### config.mk
export PLATFORM = sky130hd
export DESIGN_NAME = vpc_front_flat
export DESIGN_NICKNAME = d
export VERILOG_FILES = /design/src/sv/vpc_pkg.sv /design/src/sv/vpc_if.sv /design/src/sv/vpc_front.sv /design/src/flat_wrapper.sv
export SDC_FILE = /design/constraint.sdc
export NUM_CORES = 2
export LEC_CHECK = 0
export BUFFER_PORTS_ARGS = -buffer_cell sky130_fd_sc_hd__buf_4
export CORE_AREA = 3 3 334 336
export DETAILED_ROUTE_END_ITERATION = 6
export DIE_AREA = 0 0 337 339
export PLACE_DENSITY = 0.7
export SYNTH_ARGS = -nofsm -noshare
export SYNTH_HDL_FRONTEND = slang
export SYNTH_SLANG_ARGS = --single-unit
### constraint.sdc
create_clock -name clk -period 12.7 [get_ports clk]
set_clock_uncertainty 0.15 [all_clocks]
set_input_delay 3.175 -clock clk [delete_from_list [all_inputs] [get_ports clk]]
set_output_delay 3.175 -clock clk [all_outputs]
set_load 0.05 [all_outputs]
### src/sv/vpc_pkg.sv
// Shared widths, beat types, queue entry and back-end state codes.
package vpc_pkg;

  localparam int VIS_W   = 24;
  localparam int FEED_W  = 8;
  localparam int TOL_W   = 51;
  localparam int EXP_W   = 2 * FEED_W + 1;
  localparam int DIFF_W  = VIS_W + 1;
  localparam int SQ_W    = 2 * VIS_W - 1;
  localparam int R2_W    = SQ_W + 1;
  localparam int ROOT_W  = R2_W / 2;
  localparam int ERR_W   = 25;
  localparam int TALLY_W = 17;
  localparam int SUM_W   = 41;

  localparam int ROOT_STEPS = ROOT_W;
  localparam int DIV_STEPS  = SUM_W;
  localparam int CNT_W      = 6;

  localparam logic [TOL_W-1:0]   TOL_RESET = TOL_W'(1);
  localparam logic [TALLY_W-1:0] TALLY_CAP = TALLY_W'(65536);
  localparam logic [SUM_W-1:0]   SUM_MAX   = {SUM_W{1'b1}};
  localparam logic [ERR_W-1:0]   ERR_MAX   = {ERR_W{1'b1}};

  typedef struct packed {
    logic signed [VIS_W-1:0]  vis_re;
    logic signed [VIS_W-1:0]  vis_im;
    logic signed [FEED_W-1:0] feed_a_re;
    logic signed [FEED_W-1:0] feed_a_im;
    logic signed [FEED_W-1:0] feed_b_re;
    logic signed [FEED_W-1:0] feed_b_im;
    logic                     frame_end;
  } vis_beat_t;

  typedef struct packed {
    logic [TALLY_W-1:0] bad_count;
    logic [ERR_W-1:0]   mean_error;
    logic [ERR_W-1:0]   least_error;
    logic [ERR_W-1:0]   greatest_error;
  } sum_beat_t;

  // Classified element handed from front to back
  typedef struct packed {
    logic [R2_W-1:0] r2;
    logic            bad;
    logic            last;
  } q_entry_t;

  typedef enum logic [2:0] {
    B_IDLE,
    B_ROOT,
    B_UPDATE,
    B_FRAME,
    B_DIV,
    B_EMIT
  } back_state_t;

endpackage

### src/sv/vpc_if.sv
// Valid/ready channel interfaces for visibility and summary beats.
interface vpc_vis_if;
  logic                valid;
  logic                ready;
  vpc_pkg::vis_beat_t  data;
  modport source (output valid, output data, input ready);
  modport sink   (input valid, input data, output ready);
endinterface


### src/sv/vpc_front.sv
// Front end: expected product, squared error and tolerance compare, one beat a cycle unless a push meets a full queue.
module vpc_front (
  input  logic                        clk,
  input  logic                        rst,
  vpc_vis_if.sink                     vis,
  input  logic [vpc_pkg::TOL_W-1:0]   tolerance,
  input  logic                        q_full,
  output logic                        q_push,
  output vpc_pkg::q_entry_t           q_data
);

  localparam int VW = vpc_pkg::VIS_W;
  localparam int FW = vpc_pkg::FEED_W;
  localparam int EW = vpc_pkg::EXP_W;
  localparam int DW = vpc_pkg::DIFF_W;
  localparam int SW = vpc_pkg::SQ_W;
  localparam int RW = vpc_pkg::R2_W;
  localparam int TW = vpc_pkg::TOL_W;

  logic                 advance;
  logic                 s2_need;

  // stage 1 registers
  logic                 s1_valid;
  logic signed [VW-1:0] s1_vis_re;
  logic signed [VW-1:0] s1_vis_im;
  logic signed [EW-1:0] s1_exp_re;
  logic signed [EW-1:0] s1_exp_im;
  logic                 s1_last;

  // stage 2 registers
  logic                 s2_valid;
  logic [SW-1:0]        s2_sq_re;
  logic [SW-1:0]        s2_sq_im;
  logic                 s2_last;

  logic signed [2*FW-1:0] p_rr, p_ii, p_ir, p_ri;
  logic signed [EW-1:0]   exp_re, exp_im;
  logic signed [DW-1:0]   d_re, d_im;
  logic signed [2*DW-1:0] sq_re_full, sq_im_full;
  logic [RW-1:0]          r2;
  logic                   bad;

  // expected = a * conj(b)
  always_comb begin
    p_rr   = vis.data.feed_a_re * vis.data.feed_b_re;
    p_ii   = vis.data.feed_a_im * vis.data.feed_b_im;
    p_ir   = vis.data.feed_a_im * vis.data.feed_b_re;
    p_ri   = vis.data.feed_a_re * vis.data.feed_b_im;
    exp_re = {p_rr[2*FW-1], p_rr} + {p_ii[2*FW-1], p_ii};
    exp_im = {p_ir[2*FW-1], p_ir} - {p_ri[2*FW-1], p_ri};
  end

  // difference and square
  always_comb begin
    d_re = {s1_vis_re[VW-1], s1_vis_re} - {{(DW-EW){s1_exp_re[EW-1]}}, s1_exp_re};
    d_im = {s1_vis_im[VW-1], s1_vis_im} - {{(DW-EW){s1_exp_im[EW-1]}}, s1_exp_im};
    sq_re_full = d_re * d_re;
    sq_im_full = d_im * d_im;
  end

  // sum of squares and classify
  always_comb begin
    r2      = {1'b0, s2_sq_re} + {1'b0, s2_sq_im};
    bad     = {{(TW-RW){1'b0}}, r2} > tolerance;
    s2_need = bad | s2_last;
    advance = !(s2_valid && s2_need && q_full);
    q_push  = s2_valid && s2_need && !q_full;
    q_data.r2   = r2;
    q_data.bad  = bad;
    q_data.last = s2_last;
  end

  assign vis.ready = advance;

  // advance the pipeline valid bits
  always_ff @(posedge clk) begin
    if (rst) begin
      s1_valid <= 1'b0;
      s2_valid <= 1'b0;
    end else if (advance) begin
      s1_valid <= vis.valid;
      s2_valid <= s1_valid;
    end
  end

  // advance the payload
  always_ff @(posedge clk) begin
    if (advance) begin
      s1_vis_re <= vis.data.vis_re;
      s1_vis_im <= vis.data.vis_im;
      s1_exp_re <= exp_re;
      s1_exp_im <= exp_im;
      s1_last   <= vis.data.frame_end;
      s2_sq_re  <= sq_re_full[SW-1:0];
      s2_sq_im  <= sq_im_full[SW-1:0];
      s2_last   <= s1_last;
    end
  end

endmodule

### src/flat_wrapper.sv
// flat-port wrapper written by rule: the top's interface ports become plain ports
module vpc_front_flat 
  (clk, rst, tolerance, q_full, q_push, q_data, vis_valid, vis_data, vis_ready);
  vpc_vis_if vis_i ();
  input  logic clk;
  input  logic rst;
  input  logic [vpc_pkg::TOL_W-1:0] tolerance;
  input  logic q_full;
  output logic q_push;
  output vpc_pkg::q_entry_t q_data;
  input wire logic [$bits(vis_i.valid)-1:0] vis_valid;
  input wire logic [$bits(vis_i.data)-1:0] vis_data;
  output wire logic [$bits(vis_i.ready)-1:0] vis_ready;
  assign vis_i.valid = vis_valid;
  assign vis_i.data = vis_data;
  assign vis_ready = vis_i.ready;
  vpc_front u_core (.clk(clk), .rst(rst), .vis(vis_i), .tolerance(tolerance), .q_full(q_full), .q_push(q_push), .q_data(q_data));
endmodule
Word-level counts from Yosys, hierarchy flattened
Index checks and enable logic that the tools add are counted.
- $mul: 6
- $add $sub $neg: 5
- bitwise gates (word level): 1
- reductions and logical operators: 5
- $lt $le $gt $ge: 1
- operator list (kind ; number):
    multiplier 25 x 25 -> 47 bit ; 2
    multiplier 8 x 8 -> 16 bit ; 4
    greater-than comparator 48 x 51 -> 1 bit ; 1
    subtractor 24 x 17 -> 25 bit ; 2
    adder 47 x 47 -> 48 bit ; 1
    adder 16 x 16 -> 17 bit ; 1
    subtractor 16 x 16 -> 17 bit ; 1
    logical AND 1 bit ; 3
    logical NOT 1 bit ; 2
    OR 1 bit ; 1
- register bits after elaboration: 180
- input bits: 136
- word-level logic and storage cells: 28
- output and inout port bits: 52

Depth between registers and ports, before layout
- depth in word-level cells: 6
- depth in mapped cells: 41
- gate-level depth less buffers: 39

Least setup slack after synthesis
No wires, ideal clock.
- path kind: input port to output port
- from: input port tolerance[1] in the netlist's numbering
- to: output port vis_ready
- cell stages on the path: 11
- slack: 100 ps
- path buffers: 0
- arrival time: 9275 ps
- path through: inv_1 -> ha_1 -> nor2b_1 -> o21a_1 -> o21a_1 -> o21bai_1 -> a21oi_1 -> o31ai_1 -> a31oi_1 -> nor3_1 -> o31a_1
- word-level cells in the longest chain between the ends: 5
- RTL lines (element ; RTL line ; text):
    from (decl) ; flat_wrapper.sv:7 ; input logic [vpc_pkg::TOL_W-1:0] tolerance;
    greater-than comparator 48 x 51 -> 1 bit ; vpc_front.sv:65 ; bad = {{(TW-RW){1'b0}}, r2} > tolerance;
    OR 1 bit ; vpc_front.sv:66 ; s2_need = bad | s2_last;
    logical AND 1 bit (2 in series) ; vpc_front.sv:67 ; advance = !(s2_valid && s2_need && q_full);
    logical NOT 1 bit ; vpc_front.sv:67 ;
    to (decl) ; flat_wrapper.sv:13 ; output wire logic [$bits(vis_i.ready)-1:0] vis_ready;
No other way between the ends.

Final worst setup path
- from: register u_core.s1_vis_im[0]
- to: register u_core.s2_sq_im[46] (data pin)
- word-level cells in the longest chain between the ends: 2
- RTL lines (element ; RTL line ; text):
    from (decl) ; vpc_front.sv:26 ; logic signed [VW-1:0] s1_vis_im;
    from (signal assigned) ; vpc_front.sv:91 ; s1_vis_im <= vis.data.vis_im;
    subtractor 24 x 17 -> 25 bit ; vpc_front.sv:57 ; d_im = {s1_vis_im[VW-1], s1_vis_im} - {{(DW-EW){s1_exp_im[EW-1]}}, s1_exp_im};
    multiplier 25 x 25 -> 47 bit ; vpc_front.sv:59 ; sq_im_full = d_im * d_im;
    via u_core.sq_im_full[46] ; vpc_front.sv:40 ; logic signed [2*DW-1:0] sq_re_full, sq_im_full;
    to (signal assigned) ; vpc_front.sv:96 ; s2_sq_im <= sq_im_full[SW-1:0];
    to (decl) ; vpc_front.sv:34 ; logic [SW-1:0] s2_sq_im;
The timed path passes the listed nets, and every way through them passes these cells.
A chain may end at the register's enable or synchronous reset.

==> flow_summary.toml <==
[status]
status = "completed"

[critical_path]
slowest_delay_ns = 0.59
crit_type = "reg2reg"
cp-start-kind = "flip-flop"
critPathRequiredTime_ns = 12.79
crit_slowest_cell = "a41oi_1"
critPathCaptureType = "flip-flop"
crit_arrival_ns = 10.62
cp_max_fo = 11
cpMostUsedCell = "fa_1"

[place]
hpwl_um = 128000
gp_congestion = 0.954
io_buffers = 187

[synthesis]
ys_seq_elements = 178
async_reset_ff_frac = 0
synth_top_flop_cell = "edfxtp_1"
synth.distinct_cells = 80
syn_area_sq_um = 59600
synth_cells = 6090
synth_warnings = 0
synth-edff-count = 176
ys_seq_area_frac = 0.0894
synth.avg_cell_area_sq_um = 9.78
synth_fp_nets = 8196

[cells_and_area]
drive_gt1_frac = 0.0544
fin_nets = 8311
antenna_cells = 0
final_common_cell = "inv_1"
syn_to_final_growth_pct = 6.19
nFillCells = 9356
layout_common_cells = "1577 x inv_1, 1444 x fa_1, 526 x ha_1"

[timing]
relSlewSlack = 0.203
worst_pin_slew_ns = 1.19
rsz0062_at_grt = "no"
finalSetupViolations = 0
slew_viol_final = 0
tns_ns = 0
clock.fmax_mhz = 95.0
min_period_over_period = 0.829
hold_viol = 0
period_needed_ns = 10.53

[routing]
met2_length_um = 76000
top_layer = "met4"
wire_per_inst_um = 20.4
drc = 0
wl_met3_um = 13200
drt_wl_total_um = 156000
first_pass_iters = 7
dr_total_vias = 42134
vias_per_cell = 5.52
drt_first_iter_violations = 2946
met1Wirelength_um = 60800
antenna_left = 0

[clock_tree]
cts_max_path_buffers = 2
tritoncts = "done"
htree_levels = 4
clock-sinks = 178
cts_root_buf = "clkbuf_16"
post_cts_resize_count = 0
hold_buffers = 0
cts_buffers = 17
cts.clk_slew.worst_paths_ns = 0.07
postCtsSetupBuffers = 0
clk_latency_ns = 0.50

[run]
drv_cap = 0

[grt]
grt_max_degree = 145
grt_pass1_vias = 46791
grt_pass1_wl_um = 250000
grt-ovfl-total = 0
grt_antenna_before_repair = 1
track_usage = 0.286

[die]
fp.dieW_um = 337
rows = 121
core-area_sq_um = 109000
initial_core_util = 0.547
dieArea_sq_um = 114000
ioPinCount = 188
die_h_um = 339

[min_path]
min_path_type = "reg2reg"
==> final timing paths <==
kind,startpoint,slack [ns],endpoint,cells past startpoint
setup reg to reg,u_core.s1_vis_im[0],2.17,u_core.s2_sq_im[46],35
hold reg to reg,u_core.s1_valid,0.29,u_core.s2_valid,2
hold / removal,u_core.s1_valid,0.29,u_core.s2_valid,2
setup / recovery,u_core.s1_vis_im[0],2.17,u_core.s2_sq_im[46],35
==> cells in the mapped netlist, drive strengths merged, types with 4 or more instances <==
cell,instances,share of area
inv,1597,0.10
fa,1444,0.49
ha,526,0.11
nand2,482,0.030
nor2,460,0.029
xnor2,198,0.030
edfxtp,176,0.089
a21oi,170,0.014
and2,164,0.017
clkbuf,129,0.0081
a21o,117,0.015
o21ai,97,0.0081
xor2,65,0.0098
nor3,50,0.0043
nand2b,45,0.0047
nand3,37,0.0031
o21bai,31,0.0039
o21a,30,0.0038
buf,25,0.0021
nor2b,23,0.0024
nand4,22,0.0023
a31oi,19,0.0024
a211oi,18,0.0024
o211ai,17,0.0021
and3,15,0.0017
o31ai,15,0.0019
nor4,13,0.0015
or3,12,0.0013
clkinv,9,0.00057
a211o,7,0.0010
and4,7,0.0010
o31a,6,0.00088
a31o,5,0.00073
a221o,4,0.00067
a311oi,4,0.00069
nand3b,4,0.00050
o2111ai,4,0.00059
or2,4,0.00042
==> flip-flops by register name, indices dropped and copies added (netlist names) <==
register,flops
u_core.s1_exp_im,17
u_core.s2_sq_re,46
u_core.s1_exp_re,17
u_core.s2_last,1
u_core.s1_valid,1
u_core.s2_valid,1
u_core.s2_sq_im,46
u_core.s1_vis_im,24
u_core.s1_vis_re,24
u_core.s1_last,1
==> kinds of logic after synthesis <==
kind of cell	Yosys count	share of synthesized area
adders and majority gates	1970	0.596
buffers and inverters	1760	0.111
and+or+nand+nor	1346	0.101
AOI/OAI and AO/OA	570	0.0630
xor gates and xnor gates	263	0.0394
DFF	178	0.0894
muxes	3	0.000504
==> layer usage <==
metal,vias to the layer above,track usage
met1,21449,0.376
met5,-,0
met4,0,0.0991
met3,357,0.0495
li1,18516,-
met2,1812,0.479
==> final cells by class <==
| cell class | count | area, sq um | area share |
|---|---|---|---|
| sequential | 178 | 5330 | 0.0842 |
| inverter | 1606 | 6030 | 0.0953 |
| multi-input combinational | 4152 | 47700 | 0.754 |
| clock inverter | 14 | 150 | 0.00237 |
| tap | 1414 | 1770 | 0.0280 |
| timing repair buffer | 250 | 1890 | 0.0299 |
| clock buffer | 18 | 429 | 0.00678 |
==> stage by stage <==
step                      std cells  cell area, sq um  hold WS [ns]  worst slack [ns]   util
after floorplan                6090             59600         0.250             0.100      -
after global placement         7600             62700         0.281              2.44  0.576
after detailed placement       7600             62700         0.285              2.30  0.576
after CTS                      7632             63300         0.296              2.29  0.581
after global routing           7632             63300         0.318              1.60  0.581
final                          7632             63300         0.293              2.17  0.581
==> worst max-delay path: cells and delay by family, from the launching register on <==
kind                       cells  cell delay [ns]
buffers and inverters          5             0.62
adders and majority gates     10             4.40
AOI/OAI and AO/OA             13             3.25
DFF                            1             0.35
and+or+nand+nor                5             0.78
xor gates and xnor gates       2             0.72
Power is not shown: default switching activity piles up to over one toggle a cycle in this logic, so the estimate is an artifact.
