--- src/sv/vpc_pkg.sv ---
// Shared widths, beat types, queue entry and back-end state codes.
package vpc_pkg;

  localparam int VIS_W   = 24;
  localparam int FEED_W  = 8;
  localparam int TOL_W   = 51;
  localparam int EXP_W   = 2 * FEED_W + 1;
  localparam int DIFF_W  = VIS_W + 1;
  localparam int SQ_W    = 2 * VIS_W - 1;
  localparam int R2_W    = SQ_W + 1;
  localparam int ROOT_W  = R2_W / 2;
  localparam int ERR_W   = 25;
  localparam int TALLY_W = 17;
  localparam int SUM_W   = 41;

  localparam int ROOT_STEPS = ROOT_W;
  localparam int DIV_STEPS  = SUM_W;
  localparam int CNT_W      = 6;

  localparam logic [TOL_W-1:0]   TOL_RESET = TOL_W'(1);
  localparam logic [TALLY_W-1:0] TALLY_CAP = TALLY_W'(65536);
  localparam logic [SUM_W-1:0]   SUM_MAX   = {SUM_W{1'b1}};
  localparam logic [ERR_W-1:0]   ERR_MAX   = {ERR_W{1'b1}};

  typedef struct packed {
    logic signed [VIS_W-1:0]  vis_re;
    logic signed [VIS_W-1:0]  vis_im;
    logic signed [FEED_W-1:0] feed_a_re;
    logic signed [FEED_W-1:0] feed_a_im;
    logic signed [FEED_W-1:0] feed_b_re;
    logic signed [FEED_W-1:0] feed_b_im;
    logic                     frame_end;
  } vis_beat_t;

  typedef struct packed {
    logic [TALLY_W-1:0] bad_count;
    logic [ERR_W-1:0]   mean_error;
    logic [ERR_W-1:0]   least_error;
    logic [ERR_W-1:0]   greatest_error;
  } sum_beat_t;

  // Classified element handed from front to back
  typedef struct packed {
    logic [R2_W-1:0] r2;
    logic            bad;
    logic            last;
  } q_entry_t;

  typedef enum logic [2:0] {
    B_IDLE,
    B_ROOT,
    B_UPDATE,
    B_FRAME,
    B_DIV,
    B_EMIT
  } back_state_t;

endpackage

--- src/sv/vpc_queue.sv ---
// Short FIFO of classified elements between front and back.
module vpc_queue (
  input  logic               clk,
  input  logic               rst,
  input  logic               push,
  input  vpc_pkg::q_entry_t  push_data,
  output logic               full,
  input  logic               pop,
  output vpc_pkg::q_entry_t  pop_data,
  output logic               empty
);

  localparam int DEPTH = 4;
  localparam int AW    = $clog2(DEPTH);

  vpc_pkg::q_entry_t slots [DEPTH];
  logic [AW-1:0]     wr_ptr;
  logic [AW-1:0]     rd_ptr;
  logic [AW:0]       fill;

  assign full     = fill == (AW+1)'(DEPTH);
  assign empty    = fill == '0;
  assign pop_data = slots[rd_ptr];

  // move pointers and fill count
  always_ff @(posedge clk) begin
    if (rst) begin
      wr_ptr <= '0;
      rd_ptr <= '0;
      fill   <= '0;
    end else begin
      if (push) wr_ptr <= wr_ptr + AW'(1);
      if (pop)  rd_ptr <= rd_ptr + AW'(1);
      if (push && !pop)      fill <= fill + (AW+1)'(1);
      else if (pop && !push) fill <= fill - (AW+1)'(1);
    end
  end

  // store the beat
  always_ff @(posedge clk) begin
    if (push) slots[wr_ptr] <= push_data;
  end

endmodule

--- config.mk ---
export PLATFORM = sky130hd
export DESIGN_NAME = vpc_queue
export DESIGN_NICKNAME = d
export VERILOG_FILES = /design/src/sv/vpc_pkg.sv /design/src/sv/vpc_queue.sv
export SDC_FILE = /design/constraint.sdc
export NUM_CORES = 1
export LEC_CHECK = 0
export BUFFER_PORTS_ARGS = -buffer_cell sky130_fd_sc_hd__buf_4
export CAP_MARGIN = 20
export CORE_MARGIN = 2
export CORE_UTILIZATION = 32
export CTS_CLUSTER_SIZE = 20
export DETAILED_ROUTE_END_ITERATION = 8
export PLACE_DENSITY = 0.53
export SYNTH_ARGS = -nofsm -noshare
export SYNTH_HDL_FRONTEND = slang
export SYNTH_SLANG_ARGS = --single-unit
--- constraint.sdc ---
create_clock -name clk -period 5.8 [get_ports clk]
set_clock_uncertainty 0.2 [all_clocks]
set_input_delay 0.58 -clock clk [delete_from_list [all_inputs] [get_ports clk]]
set_output_delay 0.58 -clock clk [all_outputs]
set_load 0.1 [all_outputs]
# After elaboration in Yosys (flattened, before gate mapping)
# Memories as Yosys holds them, arrays and structs flattened. A register that Yosys moved wholly into a read port is not among the register bits.
# Cells that the tools add are included.
dict set report word_totals {
  reg_bits 7
  elab_cells 21
  mem_count 1
  ramBits 200
  out_inout_bits 52
  input_bits 54
}
# name depth width read_ports rd_ports_with_merged_regs write_ports line
set memory_table {}
lappend memory_table {slots 4 50 1 1 1 vpc_queue.sv:16} ;# vpc_pkg::q_entry_t slots [DEPTH];
dict set report classes {
  n_addsub 4
  eq_ne 1
  reduce_logical 6
  mux 6
}
# op count
set op_table {}
lappend op_table {{3-bit 2-to-1 mux} 2}
lappend op_table {{2-bit by 1-bit adder with 2-bit output (second input constant)} 2}
lappend op_table {{2-bit 2-to-1 mux} 2}
lappend op_table {{3-bit by 1-bit adder with 3-bit output (second input constant)} 1}
lappend op_table {{3-bit == test (second input constant)} 1}
lappend op_table {{3-bit logical NOT} 1}
lappend op_table {{3-bit by 1-bit subtractor with 3-bit output (second input constant)} 1}
lappend op_table {{1-bit logical AND} 2}
lappend op_table {{1-bit logical NOT} 2}
lappend op_table {{1-bit 2-to-1 mux} 2}
lappend op_table {{2-bit nonzero test} 1}

# Logic depth before layout (Yosys ltp)
# Gate-level depths: netlist of the first run.
dict set report logic_depth {
  depth_word 4
  ltp_mapped 7
  depth_no_buf 7
}

# Worst setup path after synthesis of the first run
# OpenSTA, ideal clock, no wires.
dict set report synth_path {
  kind {flip-flop to output port}
  start {reg fill[1]}
  end {out full}
  slack_ns 2.468
  path_stages_with_launch 2
  arrival_ns 2.552
  path_buffers 0
  path_cell_list {dfxtp_1 > nor3b_1}
}
dict set report synth_via {
  elab_chain_len 1
}
# element line
set synth_rtl {}
lappend synth_rtl {{start, declared} vpc_queue.sv:19} ;# logic [AW:0] fill;
lappend synth_rtl {{start signal, assigned} vpc_queue.sv:34} ;# if (push && !pop) fill <= fill + (AW+1)'(1);
lappend synth_rtl {{start signal, assigned} vpc_queue.sv:35} ;# else if (pop && !push) fill <= fill - (AW+1)'(1);
lappend synth_rtl {{3-bit == test} vpc_queue.sv:21} ;# assign full = fill == (AW+1)'(DEPTH);
lappend synth_rtl {{end, declared} vpc_queue.sv:7} ;# output logic full,
# Every way passes these cells.

==> results.json, run 1 <==
{
  "slowest_delay_ps": 710,
  "grt_setup_unrepaired": "no",
  "routedWlPerCell_um": 19.0,
  "grt_pass1_vias": 3761,
  "cts_resized": 0,
  "rows": 56,
  "antenna_found_initial": 0,
  "layout_min_cycle_time_ps": 3420,
  "synthTopCellsByCount": "edfxtp_1 (200), mux4_2 (50), dfxtp_1 (9), nor2_1 (7)",
  "ys_types": 22,
  "required_ps": 5020,
  "synth_edf_count": 200,
  "syn_inst": 306,
  "outcome": "completed",
  "p_leak_nw": 3.21,
  "worstHoldStart": "push_data[33]",
  "clk_pin_slew_ps": 60,
  "finish.utilization": 0.405,
  "layout-drive-gt1-share": 0.456,
  "cts_buffers": 23,
  "vias_per_cell": 4.58,
  "slew_headroom": 0.562,
  "synth-seq-area-share": 0.803,
  "critPathTopFamily": "buffers and inverters",
  "setup_tns_ps": 0,
  "io_pins": 106,
  "grt_max_degree": 34,
  "cts_buffer_depth": 3,
  "async_reset_ff_frac": 0,
  "dp_hpwl_mm": 8.54,
  "fmax_mhz": 293,
  "ant_nets": 0,
  "yosysMostFrequentCell": "edfxtp_1",
  "globalplace.congestion": 0.639,
  "hold_depth": 1,
  "worst-path-max-fanout": 26,
  "synth_area_um2": 7700,
  "rrSetupSlack_ps": 3530,
  "power_density_nw_per_um2": 409,
  "drc": 0,
  "track_usage": 0.116,
  "htreeDepth": 1,
  "whs_endpoint": "slots[0][33]",
  "die-area_um2": 25300,
  "critical_path_buf_inv_count": 2,
  "slowest_stage": "dfxtp_4",
  "synth_top_area_frac": 0.780,
  "drv_cap": 0,
  "synth_nets": 366,
  "post_cts_buffers": 0,
  "critPathCaptureType": "output pin",
  "crit_type": "flop to output pin",
  "hold_path.class": "primary input to flop",
  "crit_chain": "buf_4 > mux4_2 > buf_4",
  "timing.final.ws_setup_ps": 2380,
  "clk_latency_ps": 490,
  "fillers": 2133,
  "hold_viol_final": 0,
  "cts_tree": "built",
  "rr_startpoint": "wr_ptr[0]",
  "synth_area_leaders": "edfxtp_1 (78%), mux4_2 (15%), dfxtp_1 (2.3%)",
  "grt_overflow": 0,
  "postCtsHoldBufs": 0,
  "drt_pass1_iterations": 4,
  "reg2reg_depth": 4,
  "clock_sinks": 209,
  "ir_worst_vdd_mv": 0.183,
  "fin_crit_sh": 0.589,
  "start_kind": "flop",
  "whs_ps": 85.5,
  "crit_arrival_ps": 2640,
  "start_util": 0.327,
  "tightest_slew_ps": 658,
  "port_buffers": 105,
  "chipWidth_um": 159,
  "postSynthAreaPerCell_um2": 25.2,
  "drtIter0Drc": 128,
  "setup_violations": 0,
  "synth_top_area_cell": "edfxtp_1",
  "worst_path_most_repeated_cell": "buf_4",
  "area_delta_synth_final_pct": 23.7,
  "ys.flop_type": "edfxtp_1",
  "r2r-end": "slots[0][9]",
  "ctsRootBufferMaster": "clkbuf_16",
  "dp_slack_ps": 2790,
  "drv_slew": 0,
  "fin_nets": 489,
  "wirelength_mm": 14.5,
  "dieHeight_um": 159,
  "grt_pass1_wl_mm": 22.6,
  "core_um2": 23500,
  "antenna_cells": 0,
  "yosys_register_bits": 209,
  "synth_warnings": 0,
  "vias": 3489
}
-- power by group --
group	internal, mW	switching [mW]
logic	0.188	0.554
registers	1.73	0.0355
clock network	0.841	0.547
-- sequential cells by signal, indices dropped and copies added (netlist names), named ones only --
name	flops
slots	200
fill	3
wr_ptr	2
rd_ptr	2
-- cell families (layout without fill, tap and decap cells) --
kind of cell               after synthesis  count (layout)  synth area share
DFF                                    209             209             0.803
muxes                                   52              52             0.149
buffers and inverters                   17             154            0.0206
and+or+nand+nor                         15              15           0.00959
adders and majority gates                6               6            0.0107
xor gates and xnor gates                 5               5           0.00569
AOI/OAI and AO/OA                        2               2           0.00130
-- per-stage QoR --
step	instances	total power [mW]	cell area (µm²)
after floorplan	306	2.39	7700
after CTS	762	3.96	9530
after detailed placement	723	2.55	8800
final	762	3.90	9530
after global placement	723	2.54	8800
after global routing	762	4.04	9530
-- cell usage in the layout (no fill, tap or decap), types with 3 or more instances in the layout --
master     Yosys  layout
dfxtp_1        9       7
inv_1          4       4
clkbuf_16      0      23
clkbuf_1       1       3
ha_1           5       5
edfxtp_1     200     200
and2_2         0       4
mux4_2        50      50
xor2_1         3       3
clkinv_2       0       5
buf_4          0     111
nor2_1         7       7
-- per-layer routing --
layer | up-vias | part of all wire | track usage
met5 | - | 0 | 0
met4 | 0 | 0.019 | 0.0318
met3 | 26 | 0.064 | 0.0328
met2 | 104 | 0.49 | 0.188
met1 | 1829 | 0.43 | 0.154
li1 | 1530 | - | -
-- how the worst max path moves through the flow --
stage | from | to | cells past startpoint
after detailed placement | flop | pop_data[44] | 3
final | flop | pop_data[1] | 3
after floorplan | fill[1] | full | 1
after global placement | flop | pop_data[44] | 3
after CTS | flop | pop_data[1] | 3
after global routing | flop | pop_data[1] | 3
-- layout make-up --
| type | instances | area, µm² | share of cell area |
|---|---|---|---|
| flip-flops and latches | 209 | 6190 | 0.650 |
| multi-input cells | 80 | 1360 | 0.143 |
| repair buffers | 111 | 833 | 0.0874 |
| clock buffers | 28 | 614 | 0.0645 |
| well taps | 319 | 399 | 0.0419 |
| clock inverters | 11 | 115 | 0.0121 |
| inverters | 4 | 15.0 | 0.00158 |
Note: power is estimated with default switching activity, not from simulation.
==> inputs of run 2 (changes only) <==
Clock period 5.8 ns to 3.42 ns, I/O delays scaled along.
==> run 2 against run 1 <==
Compared with the run above: sequential share of layout area decreased by 4.0 points; cell area grew 6.6%; die area did not move; sequential power increased by 69%; via count grew 4.7%; routed wire length grew 1.7%; clock-buffer cell count down 2; non-clock buffer count up 56; worst hold slack better by 250 ps; register-to-register slack worse by 2200 ps; global-route usage is 0.31 points higher; first-iteration DRC count up 38%; critical endpoint is now pop_data[24].
==> results.json, run 2 (synthesis results as in run 1) <==
{
  "critPathCaptureType": "output pin",
  "area_delta_synth_final_pct": 31.9,
  "setup_violations": 0,
  "post-place-cells": 725,
  "hold_depth": 2,
  "grt_pass1_vias": 4158,
  "fin_nets": 545,
  "drtIter0Drc": 176,
  "fmax_mhz": 355,
  "setup_tns_ps": 0,
  "power_density_nw_per_um2": 655,
  "clk_pin_slew_ps": 60,
  "port_buffers": 105,
  "drc": 0,
  "globalplace.congestion": 0.654,
  "rrSetupSlack_ps": 1370,
  "fillers": 2097,
  "largest_reg_flops": 200,
  "track_usage": 0.119,
  "crit_type": "flop to output pin",
  "dieHeight_um": 159,
  "hold_path.class": "flop to flop",
  "cts_buffer_depth": 3,
  "fin_crit_sh": 0.825,
  "start_util": 0.327,
  "io_pins": 106,
  "cts_buffers": 23,
  "whs_ps": 339,
  "grt_max_degree": 30,
  "worstHoldStart": "rd_ptr[1]",
  "htreeDepth": 1,
  "start_kind": "flop",
  "grt_setup_unrepaired": "no",
  "chipWidth_um": 159,
  "hold_viol_final": 0,
  "ir_worst_vdd_mv": 0.391,
  "routedWlPerCell_um": 17.9,
  "antenna_found_initial": 1,
  "tightest_slew_ps": 755,
  "p_leak_nw": 3.45,
  "r2r-end": "slots[2][24]",
  "grt_overflow": 0,
  "grt_pass1_wl_mm": 23.6,
  "rr_startpoint": "wr_ptr[0]",
  "most-common-layout-cells": "edfxtp_1 (200), buf_4 (107), dlygate4sd3_1 (54)",
  "clock_sinks": 209,
  "finish.utilization": 0.431,
  "stdcell_count": 822,
  "crit_arrival_ps": 2280,
  "dp_slack_ps": 1060,
  "drv_slew": 0,
  "die-area_um2": 25300,
  "clk_latency_ps": 500,
  "top_register": "slots",
  "largest_registers": "slots (200), fill (3)",
  "vias": 3654,
  "wirelength_mm": 14.7,
  "rows": 56,
  "reg2reg_depth": 4,
  "timing.final.ws_setup_ps": 600,
  "core_um2": 23500,
  "layout_commonest_cell": "edfxtp_1",
  "ant_nets": 0,
  "required_ps": 2880,
  "drv_cap": 0,
  "slew_headroom": 0.497,
  "vias_per_cell": 4.45,
  "layout-drive-gt1-share": 0.402,
  "ctsRootBufferMaster": "clkbuf_16",
  "drt_pass1_iterations": 4,
  "cts_tree": "built",
  "dp_hpwl_mm": 8.82,
  "worst-path-max-fanout": 21,
  "outcome": "completed",
  "layout_min_cycle_time_ps": 2820
}
## run 2: cell count changes in the layout (fill, tap and decap cells not counted), sizes merged
cell,before,now
diode,0,1
buf,111,113
clkinv,6,11
dlygate4sd3,0,54
clkbuf,28,26
## run 2: worst max-delay path by stage
stage	from	end	slack, ps
global placement	flop	pop_data[46]	1070
CTS	flop	pop_data[24]	520
floorplan	fill[1]	full	330
detailed placement	flop	pop_data[24]	1060
finish	flop	pop_data[24]	600
global route	flop	pop_data[24]	450
## run 2: critical path, stage by stage (launching register included)
cell,delay [ps]
dfxtp_4,650
buf_4,320
mux4_2,540
buf_4,250
## run 2: report_power, final
part	switching (mW)	internal (mW)	total, mW	leakage, nW
Clock	0.940	1.38	2.33	0.349
Sequential	0.0567	2.94	3.00	1.91
Combinational	0.958	0.375	1.33	1.19
Total	1.95	4.70	6.65	3.45
## run 2: stage by stage
step | power [mW] | instance area (µm²)
floorplan | 4.05 | 7700
global placement | 4.33 | 8890
detailed placement | 4.35 | 8890
CTS | 6.76 | 10200
global route | 6.91 | 10200
finish | 6.65 | 10200
## run 2: repair_timing
action,4_1_cts,5_1_grt
setup buffers,0,0
hold buffers,54,0
hold endpoints to repair,209,0
gates resized for setup,0,0
## run 2: layout make-up
type,instances,area (µm²),share of cell area
Sequential cell,209,6190,0.610
Inverter,4,15.0,0.00148
Clock buffer,26,587,0.0578
Antenna cell,1,2.50,0.000246
Tap cell,319,399,0.0393
Clock inverter,16,135,0.0133
Timing Repair Buffer,167,1460,0.144
Multi-Input combinational cell,80,1360,0.134
## run 2: routing by layer
metal  global-route usage  part of all wire  vias to the layer above
met3               0.0250             0.047                       23
met2                0.201              0.50                       95
met4               0.0298             0.016                        0
met1                0.158              0.44                     1890
li1                     -                 -                     1646
met5                    0                 0                        -
