===== src/sv/vpc_pkg.sv =====
// Shared widths, beat types, queue entry and back-end state codes.
package vpc_pkg;

  localparam int VIS_W   = 24;
  localparam int FEED_W  = 8;
  localparam int TOL_W   = 51;
  localparam int EXP_W   = 2 * FEED_W + 1;
  localparam int DIFF_W  = VIS_W + 1;
  localparam int SQ_W    = 2 * VIS_W - 1;
  localparam int R2_W    = SQ_W + 1;
  localparam int ROOT_W  = R2_W / 2;
  localparam int ERR_W   = 25;
  localparam int TALLY_W = 17;
  localparam int SUM_W   = 41;

  localparam int ROOT_STEPS = ROOT_W;
  localparam int DIV_STEPS  = SUM_W;
  localparam int CNT_W      = 6;

  localparam logic [TOL_W-1:0]   TOL_RESET = TOL_W'(1);
  localparam logic [TALLY_W-1:0] TALLY_CAP = TALLY_W'(65536);
  localparam logic [SUM_W-1:0]   SUM_MAX   = {SUM_W{1'b1}};
  localparam logic [ERR_W-1:0]   ERR_MAX   = {ERR_W{1'b1}};

  typedef struct packed {
    logic signed [VIS_W-1:0]  vis_re;
    logic signed [VIS_W-1:0]  vis_im;
    logic signed [FEED_W-1:0] feed_a_re;
    logic signed [FEED_W-1:0] feed_a_im;
    logic signed [FEED_W-1:0] feed_b_re;
    logic signed [FEED_W-1:0] feed_b_im;
    logic                     frame_end;
  } vis_beat_t;

  typedef struct packed {
    logic [TALLY_W-1:0] bad_count;
    logic [ERR_W-1:0]   mean_error;
    logic [ERR_W-1:0]   least_error;
    logic [ERR_W-1:0]   greatest_error;
  } sum_beat_t;

  // Classified element handed from front to back
  typedef struct packed {
    logic [R2_W-1:0] r2;
    logic            bad;
    logic            last;
  } q_entry_t;

  typedef enum logic [2:0] {
    B_IDLE,
    B_ROOT,
    B_UPDATE,
    B_FRAME,
    B_DIV,
    B_EMIT
  } back_state_t;

endpackage


===== src/sv/vpc_if.sv =====


interface vpc_sum_if;
  logic                valid;
  logic                ready;
  vpc_pkg::sum_beat_t  data;
  modport source (output valid, output data, input ready);
  modport sink   (input valid, input data, output ready);
endinterface


===== src/sv/vpc_back.sv =====
// Back end: bit-serial square root, frame accumulators, serial mean divide, summary register.
module vpc_back (
  input  logic               clk,
  input  logic               rst,
  input  logic               q_empty,
  input  vpc_pkg::q_entry_t  q_data,
  output logic               q_pop,
  vpc_sum_if.source          summary
);

  localparam int RW  = vpc_pkg::R2_W;
  localparam int QW  = vpc_pkg::ROOT_W;
  localparam int EW  = vpc_pkg::ERR_W;
  localparam int TW  = vpc_pkg::TALLY_W;
  localparam int SW  = vpc_pkg::SUM_W;
  localparam int CW  = vpc_pkg::CNT_W;
  localparam int RMW = QW + 3;

  vpc_pkg::back_state_t state, state_next;

  logic              last;
  logic [RW-1:0]     root_n;
  logic [RMW-1:0]    root_rem;
  logic [QW-1:0]     root_q;
  logic [CW-1:0]     cnt;
  logic [TW-1:0]     tally;
  logic [SW-1:0]     err_sum;
  logic [EW-1:0]     low_err;
  logic [EW-1:0]     high_err;
  logic [TW-1:0]     div_rem;
  logic [SW-1:0]     div_q;

  logic              out_load;
  logic              cnt_done_root;
  logic              cnt_done_div;

  logic [RMW-1:0]    rt_sh, rt_trial, rt_rem_new;
  logic              rt_ge;
  logic [TW:0]       dv_sh;
  logic              dv_ge;
  logic [TW-1:0]     dv_rem_new;
  logic [EW-1:0]     err;
  logic [SW:0]       sum_add;
  logic [EW-1:0]     mean;

  // one root digit per cycle
  always_comb begin
    rt_sh      = {root_rem[RMW-3:0], root_n[RW-1 -: 2]};
    rt_trial   = {1'b0, root_q, 2'b01};
    rt_ge      = rt_sh >= rt_trial;
    rt_rem_new = rt_ge ? rt_sh - rt_trial : rt_sh;
  end

  // one quotient bit per cycle
  always_comb begin
    dv_sh      = {div_rem, div_q[SW-1]};
    dv_ge      = dv_sh >= {1'b0, tally};
    dv_rem_new = dv_ge ? TW'(dv_sh - {1'b0, tally}) : dv_sh[TW-1:0];
  end

  // accumulate and clamp
  always_comb begin
    err     = {{(EW-QW){1'b0}}, root_q};
    sum_add = {1'b0, err_sum} + (SW+1)'(err);
    mean    = (div_q > SW'(vpc_pkg::ERR_MAX)) ? vpc_pkg::ERR_MAX : div_q[EW-1:0];
  end

  assign cnt_done_root = cnt == CW'(vpc_pkg::ROOT_STEPS - 1);
  assign cnt_done_div  = cnt == CW'(vpc_pkg::DIV_STEPS - 1);

  // next state and strobes
  always_comb begin
    state_next = state;
    q_pop      = 1'b0;
    out_load   = 1'b0;
    unique case (state)
      vpc_pkg::B_IDLE: begin
        if (!q_empty) begin
          q_pop      = 1'b1;
          state_next = q_data.bad ? vpc_pkg::B_ROOT : vpc_pkg::B_FRAME;
        end
      end
      vpc_pkg::B_ROOT: begin
        if (cnt_done_root) state_next = vpc_pkg::B_UPDATE;
      end
      vpc_pkg::B_UPDATE: begin
        state_next = last ? vpc_pkg::B_FRAME : vpc_pkg::B_IDLE;
      end
      vpc_pkg::B_FRAME: begin
        state_next = (tally == '0) ? vpc_pkg::B_EMIT : vpc_pkg::B_DIV;
      end
      vpc_pkg::B_DIV: begin
        if (cnt_done_div) state_next = vpc_pkg::B_EMIT;
      end
      vpc_pkg::B_EMIT: begin
        if (!summary.valid || summary.ready) begin
          out_load   = 1'b1;
          state_next = vpc_pkg::B_IDLE;
        end
      end
      default: state_next = vpc_pkg::B_IDLE;
    endcase
  end

  // hold the state
  always_ff @(posedge clk) begin
    if (rst) state <= vpc_pkg::B_IDLE;
    else     state <= state_next;
  end

  // frame accumulators
  always_ff @(posedge clk) begin
    if (rst) begin
      tally    <= '0;
      err_sum  <= '0;
      low_err  <= '0;
      high_err <= '0;
    end else if (state == vpc_pkg::B_UPDATE) begin
      if (tally == '0) begin
        low_err  <= err;
        high_err <= err;
      end else begin
        if (err < low_err)  low_err  <= err;
        if (err > high_err) high_err <= err;
      end
      if (tally < vpc_pkg::TALLY_CAP) begin
        tally   <= tally + TW'(1);
        err_sum <= (sum_add > {1'b0, vpc_pkg::SUM_MAX}) ? vpc_pkg::SUM_MAX : sum_add[SW-1:0];
      end
    end else if (out_load) begin
      tally    <= '0;
      err_sum  <= '0;
      low_err  <= '0;
      high_err <= '0;
    end
  end

  // root and divide datapath
  always_ff @(posedge clk) begin
    case (state)
      vpc_pkg::B_IDLE: begin
        last     <= q_data.last;
        root_n   <= q_data.r2;
        root_rem <= '0;
        root_q   <= '0;
        cnt      <= '0;
      end
      vpc_pkg::B_ROOT: begin
        root_rem <= rt_rem_new;
        root_q   <= {root_q[QW-2:0], rt_ge};
        root_n   <= {root_n[RW-3:0], 2'b00};
        cnt      <= cnt + CW'(1);
      end
      vpc_pkg::B_FRAME: begin
        div_rem <= '0;
        div_q   <= err_sum;
        cnt     <= '0;
      end
      vpc_pkg::B_DIV: begin
        div_rem <= dv_rem_new;
        div_q   <= {div_q[SW-2:0], dv_ge};
        cnt     <= cnt + CW'(1);
      end
      default: begin
      end
    endcase
  end

  // summary output register
  always_ff @(posedge clk) begin
    if (rst) summary.valid <= 1'b0;
    else if (out_load) summary.valid <= 1'b1;
    else if (summary.ready) summary.valid <= 1'b0;
  end

  always_ff @(posedge clk) begin
    if (out_load) begin
      summary.data.bad_count      <= tally;
      summary.data.mean_error     <= (tally == '0) ? '0 : mean;
      summary.data.least_error    <= (tally == '0) ? '0 : low_err;
      summary.data.greatest_error <= (tally == '0) ? '0 : high_err;
    end
  end

endmodule


===== src/flat_wrapper.sv =====
// flat-port wrapper written by rule: the top's interface ports become plain ports
module vpc_back_flat 
  (clk, rst, q_empty, q_data, q_pop, summary_valid, summary_data, summary_ready);
  vpc_sum_if summary_i ();
  input  logic clk;
  input  logic rst;
  input  logic q_empty;
  input  vpc_pkg::q_entry_t q_data;
  output logic q_pop;
  output wire logic [$bits(summary_i.valid)-1:0] summary_valid;
  output wire logic [$bits(summary_i.data)-1:0] summary_data;
  input wire logic [$bits(summary_i.ready)-1:0] summary_ready;
  assign summary_valid = summary_i.valid;
  assign summary_data = summary_i.data;
  assign summary_i.ready = summary_ready;
  vpc_back u_core (.clk(clk), .rst(rst), .q_empty(q_empty), .q_data(q_data), .q_pop(q_pop), .summary(summary_i));
endmodule

===== config.mk =====
export PLATFORM = sky130hd
export DESIGN_NAME = vpc_back_flat
export DESIGN_NICKNAME = d
export VERILOG_FILES = /design/src/sv/vpc_pkg.sv /design/src/sv/vpc_if.sv /design/src/sv/vpc_back.sv /design/src/flat_wrapper.sv
export SDC_FILE = /design/constraint.sdc
export NUM_CORES = 1
export LEC_CHECK = 0
export ABC_AREA = 1
export ABC_CLOCK_PERIOD_IN_PS = 6300
export BUFFER_PORTS_ARGS = -buffer_cell sky130_fd_sc_hd__buf_2
export CAP_MARGIN = 20
export CORE_MARGIN = 10
export CORE_UTILIZATION = 46
export DETAILED_ROUTE_END_ITERATION = 6
export PLACE_DENSITY_LB_ADDON = 0.15
export SETUP_SLACK_MARGIN = 0.5
export SYNTH_ARGS = -nofsm -noshare
export SYNTH_HDL_FRONTEND = slang
export SYNTH_SLANG_ARGS = --single-unit

===== constraint.sdc =====
create_clock -name clk -period 6.3 [get_ports clk]
set_clock_uncertainty 0.2 [all_clocks]
set_input_delay 0.63 -clock clk [delete_from_list [all_inputs] [get_ports clk]]
set_output_delay 0.63 -clock clk [all_outputs]
set_load 0.05 [all_outputs]

=== Yosys cells after proc, flatten, opt, wreduce, memory -nomap -nowiden ===
Cells that the tools add are included.

* $add $sub $neg: 5
* Magnitude comparators: 7
* Equality and inequality tests: 14
* Mux-type cells: 37
* Reduce and logical (&&, ||, !) cells: 15

{| class="wikitable"
|+ Operator list
! cell !! number
|-
| $mux W25 || 9
|-
| $mux W41 || 4
|-
| $pmux W48 S2 || 1
|-
| $pmux W41 S2 || 1
|-
| $mux W17 || 4
|-
| $pmux W25 S2 || 1
|-
| $pmux W24 S2 || 1
|-
| $add A41 B24 Y42 || 1
|-
| $gt A42 B41 Y1 const B || 1
|-
| $gt A41 B25 Y1 const B || 1
|-
| $pmux W17 S2 || 1
|-
| $ge A27 B26 Y1 || 1
|-
| $gt A24 B25 Y1 || 1
|-
| $lt A24 B25 Y1 || 1
|-
| $sub A25 B25 Y25 || 1
|-
| $ge A18 B17 Y1 || 1
|-
| $pmux W3 S6 || 1
|-
| $add A17 B1 Y17 const B || 1
|-
| $logic_not A17 Y1 || 1
|-
| $lt A17 B17 Y1 const B || 1
|-
| $sub A17 B17 Y17 || 1
|-
| $mux W3 || 4
|-
| $pmux W6 S2 || 1
|-
| $reduce_bool A2 Y1 || 5
|-
| other kinds (17) || 33
|}

* Flip-flop bits (word level): 366
* Input port bits: 54
* Logic and storage cells: 95

=== Depth between registers and ports, before layout ===
* Depth after elaboration: 6
* Mapped depth: 16
* Gate-level depth less buffers: 16

=== Worst setup path after synthesis ===
Ideal clock, no wire load.

* Path type: register to register
* Start point: register u_core.state[0]
* End point: register u_core.div_q[0], enable pin
* Library setup time: 556 ps
* Arrival time: 4675 ps
* Path slack: 869 ps
* Stages on the path, launching flop included: 3
* Cell sequence: dfxtp_1 -> nand2_1 -> o21ai_0

* Word-level cells in the longest chain between the ends: 2
* Elaborated cells between the ends (all ways): 3
* Those cells by class: eq/ne (2); reduce/logical (1)

{| class="wikitable"
|+ Ends and longest elaborated chain
! element !! RTL line !! text
|-
| from (decl) || vpc_back.sv:19 || <nowiki>vpc_pkg::back_state_t state, state_next;</nowiki>
|-
| from (signal assigned) || vpc_back.sv:107 || <nowiki>if (rst) state <= vpc_pkg::B_IDLE;</nowiki>
|-
| from (signal assigned) || vpc_back.sv:108 || <nowiki>else state <= state_next;</nowiki>
|-
| $eq A3 B2 Y1 or $eq A3 B3 Y1 (tied branches) || vpc_back.sv:140 || <nowiki>case (state)</nowiki>
|-
| $reduce_bool A2 Y1 (no line) (*) || -- ||
|-
| to (signal assigned) || vpc_back.sv:156 || <nowiki>div_q <= err_sum;</nowiki>
|-
| to (signal assigned) || vpc_back.sv:161 || <nowiki>div_q <= {div_q[SW-2:0], dv_ge};</nowiki>
|-
| to (decl) || vpc_back.sv:31 || <nowiki>logic [SW-1:0] div_q;</nowiki>
|}

Every way passes the cells marked *; elsewhere a longest branch is shown, timed or not.
A chain may end at the register's enable or synchronous reset.

=== Final worst setup path ===
* Start point: register u_core.root_q[16]
* End point: register u_core.root_rem[15] (data pin)

* Word-level cells in the longest chain between the ends: 3

{| class="wikitable"
|+ Ends and longest elaborated chain
! element !! RTL line !! text
|-
| from (decl) || vpc_back.sv:24 || <nowiki>logic [QW-1:0] root_q;</nowiki>
|-
| from (signal assigned) || vpc_back.sv:150 || <nowiki>root_q <= {root_q[QW-2:0], rt_ge};</nowiki>
|-
| $ge A27 B26 Y1 || vpc_back.sv:50 || <nowiki>rt_ge = rt_sh >= rt_trial;</nowiki>
|-
| $mux W25 || vpc_back.sv:51 || <nowiki>rt_rem_new = rt_ge ? rt_sh - rt_trial : rt_sh;</nowiki>
|-
| $pmux W25 S2 || vpc_back.sv:140 ||
|-
| to (signal assigned) || vpc_back.sv:149 || <nowiki>root_rem <= rt_rem_new;</nowiki>
|-
| to (decl) || vpc_back.sv:23 || <nowiki>logic [RMW-1:0] root_rem;</nowiki>
|}

Every way passes these cells.

==> impl_metrics.toml <==
[timing]
fin_crit_ns = 3.40
tightest_slew_ns = 0.999
setup_tns_ns = 0
setup_viol = 0
max_freq_mhz = 294
min_period_over_period_pct = 54.0
rsz0062_at_grt = "false"
hold_violations = 0
relSlewSlack_pct = 33.2
finalMaxSlewViolations = 0

[run_status]
status = "completed"

[clock_network]
cts_buffers = 40
path_clk_slew_ns = 0.07
htree_levels = 2
clock_latency_ns = 0.58
clockRootBuffer = "clkbuf_16"
post_cts_buffers = 0
postCtsHoldBufs = 0
cts_buffer_depth = 3
cts.sinks = 362
cts_resized = 0
cts_tree = "built"

[synthesis]
ys_warn_count = 0
ys_ff_latch = 362
yosysUniqueCellTypes = 51
yosys_most_used_dff = "edfxtp_1"
synth_edf_count = 252
async_flop_share_pct = 0
syn_inst = 2611
yosysSeqAreaShare_pct = 47.0
syn_area_per_cell_um2 = 7.96
synth_area_mm2 = 0.0208

[setup_path]
critPathLaunchType = "flip-flop"
crit_start = "u_core.root_q[16]$_SDFFCE_PN0P_"
crit_path_end = "u_core.root_rem[15]$_SDFFCE_PN0P_"
rrSetupSlack_ns = 2.90
reg2reg_depth = 10
path_cells = "inv_1 > ha_1 > a21oi_1 > o21ai_0 > o21bai_1 > a21oi_1 > nand3_2 > inv_1 > nand2_1 > a21oi_1"
path_class = "reg2reg"
cp.required_ns = 6.52
worst_ep_arrival_time_ns = 3.62
reg2reg_from = "u_core.root_q[16]$_SDFFCE_PN0P_"
slowest_delay_ns = 0.66
crit_path_max_fanout = 46
end_kind = "flip-flop"
r2r-end = "u_core.root_rem[15]$_SDFFCE_PN0P_"
crit_path_frequent_cell = "a21oi_1"
critPathSlowestCell = "nand3_2"

[routing]
route.detailed.drc = 0
routed_wl_um = 58000
first_pass_iters = 6
ant_nets = 0
initialDrtViolationCount = 1413
via_per_inst = 5.23
wire_per_inst_um = 17.3
num_vias = 17500

[final_layout]
nets = 2908
layout-drive-gt1-share_pct = 10.5
areaGrowthSynthToFinish_pct = 11.9
fin_util_pct = 52.4
antenna_cells = 0

[grt]
overflow = 0
grtUsageTotal_pct = 20.9
antenna_found_initial = 0
grt_pass1_vias = 16600
grt_max_degree = 76
grt_pass1_wl_um = 91200

[floorplan]
design.die.area_mm2 = 0.0541
coreArea_mm2 = 0.0444
start_util_pct = 46.8
ios = 148
num_rows = 77
die_h_um = 233
die_w_um = 233

[placed_design]
place_hpwl_um = 43500
gpl.final_weighted_congestion = 0.984
numPortBuffers = 145

[hold_path]
hp-class = "in2reg"

[power_and_ir_drop]
power_density_mw_per_mm2 = 459
vdd_drop_max_mv = 0.309
p_total_mw = 10.7
p_leak_nw = 10.2

[run]
drv_cap = 0
[Yosys cell counts (7+ instances only)]
master	instances	area [um2]
inv_2	9	33.8
xor2_1	23	201
buf_4	7	52.6
clkbuf_1	49	184
nor3_1	26	130
nand2_2	8	50.1
ha_1	118	1480
buf_2	13	65.1
buf_6	7	78.8
nor2_1	225	845
a21oi_1	207	1040
o21ai_0	113	566
o21ai_1	21	105
edfxtp_1	252	7570
nand2_1	830	3120
o21bai_1	9	67.6
nand3_2	16	160
xnor2_1	23	201
nor4_1	12	75.1
inv_1	327	1230
nand4_1	26	163
a21oi_2	11	96.3
dfxtp_1	110	2200
nand3_1	104	521
[layout make-up]
type | instances | area, um2
inverters | 339 | 1280
multi-input cells | 1835 | 9400
well taps | 592 | 741
clock inverters | 15 | 116
flip-flops and latches | 362 | 9770
clock buffers | 57 | 1160
repair buffers | 156 | 811
fillers | 4261 | 21100
[critical path: cells and delay by family, from the launching register on]
family | cells | cell delay [ns]
compound gates | 5 | 0.89
simple gates | 2 | 0.76
buf+inv | 2 | 0.63
flops | 1 | 0.46
fa+ha+maj | 1 | 0.32
[placed cells by master, fill, tap and decap left out, types with 42 or more instances in the layout]
| cell type | Yosys | final |
|---|---|---|
| a21oi_1 | 207 | 207 |
| ha_1 | 118 | 118 |
| dfxtp_1 | 110 | 110 |
| inv_1 | 327 | 326 |
| nor2_1 | 225 | 224 |
| clkbuf_16 | 0 | 42 |
| buf_2 | 13 | 144 |
| edfxtp_1 | 252 | 252 |
| o21ai_0 | 113 | 112 |
| nand3_1 | 104 | 104 |
| nand2_1 | 830 | 829 |
[report_power, final]
group | internal (mW) | switching [mW] | total, mW
Clock | 1.33 | 0.988 | 2.31
Sequential | 3.42 | 0.357 | 3.77
Combinational | 1.37 | 3.23 | 4.59
[state kept, by name, indices dropped and copies added, names as in the netlist]
| register | count |
|---|---|
| u_core.summary.data | 90 |
| u_core.summary.valid | 1 |
| u_core.last | 1 |
| u_core.err_sum | 41 |
| u_core.cnt | 6 |
| u_core.div_rem | 17 |
| u_core.low_err | 24 |
| u_core.state | 3 |
| u_core.tally | 17 |
| u_core.div_q | 41 |
| u_core.high_err | 24 |
| u_core.root_n | 48 |
| u_core.root_rem | 25 |
| u_core.root_q | 24 |
[per-layer routing]
metal	share of wire (%)	wire length, um	track usage, %
met3	7.3	4210	4.26
met5	0	0	0
met1	46	26700	29.1
met2	44	25700	32.4
met4	2.4	1380	6.19
[metrics by stage]
step	hold slack, ns	cell area (um2)	cells	worst slack [ns]
3_5_place_dp	0.252	22000	3284	2.94
3_3_place_gp	0.247	22000	3284	3.02
6_report	0.0839	23300	3356	2.90
5_1_grt	0.0612	23300	3356	2.52
2_1_floorplan	0.230	20800	2612	0.869
4_1_cts	0.0536	23300	3356	2.94
[how the worst min path moves through the flow]
stage,from,end,slack (ns),depth (start not counted)
floorplan,u_core.tally[14]$_SDFFE_PP0P_,u_core.summary.data[89]$_DFFE_PP_,0.23,0
global placement,u_core.high_err[2]$_SDFFE_PP0P_,u_core.high_err[2]$_SDFFE_PP0P_,0.25,2
detailed placement,u_core.high_err[14]$_SDFFE_PP0P_,u_core.high_err[14]$_SDFFE_PP0P_,0.25,2
CTS,q_data[0],u_core.last$_DFFE_PP_,0.05,1
global route,q_data[0],u_core.last$_DFFE_PP_,0.06,1
finish,q_data[0],u_core.last$_DFFE_PP_,0.08,1
[logic make-up after synthesis]
kind of cell               after synthesis  share of synthesized area [%]
and+or+nand+nor                       1284                           26.0
buffers and inverters                  415                           7.96
AOI/OAI and AO/OA                      383                           9.79
DFF                                    362                           47.0
adders and majority gates              120                           7.30
xor gates and xnor gates                46                           1.94
other                                    1                         0.0180
Power figures use the tool's default switching activity.
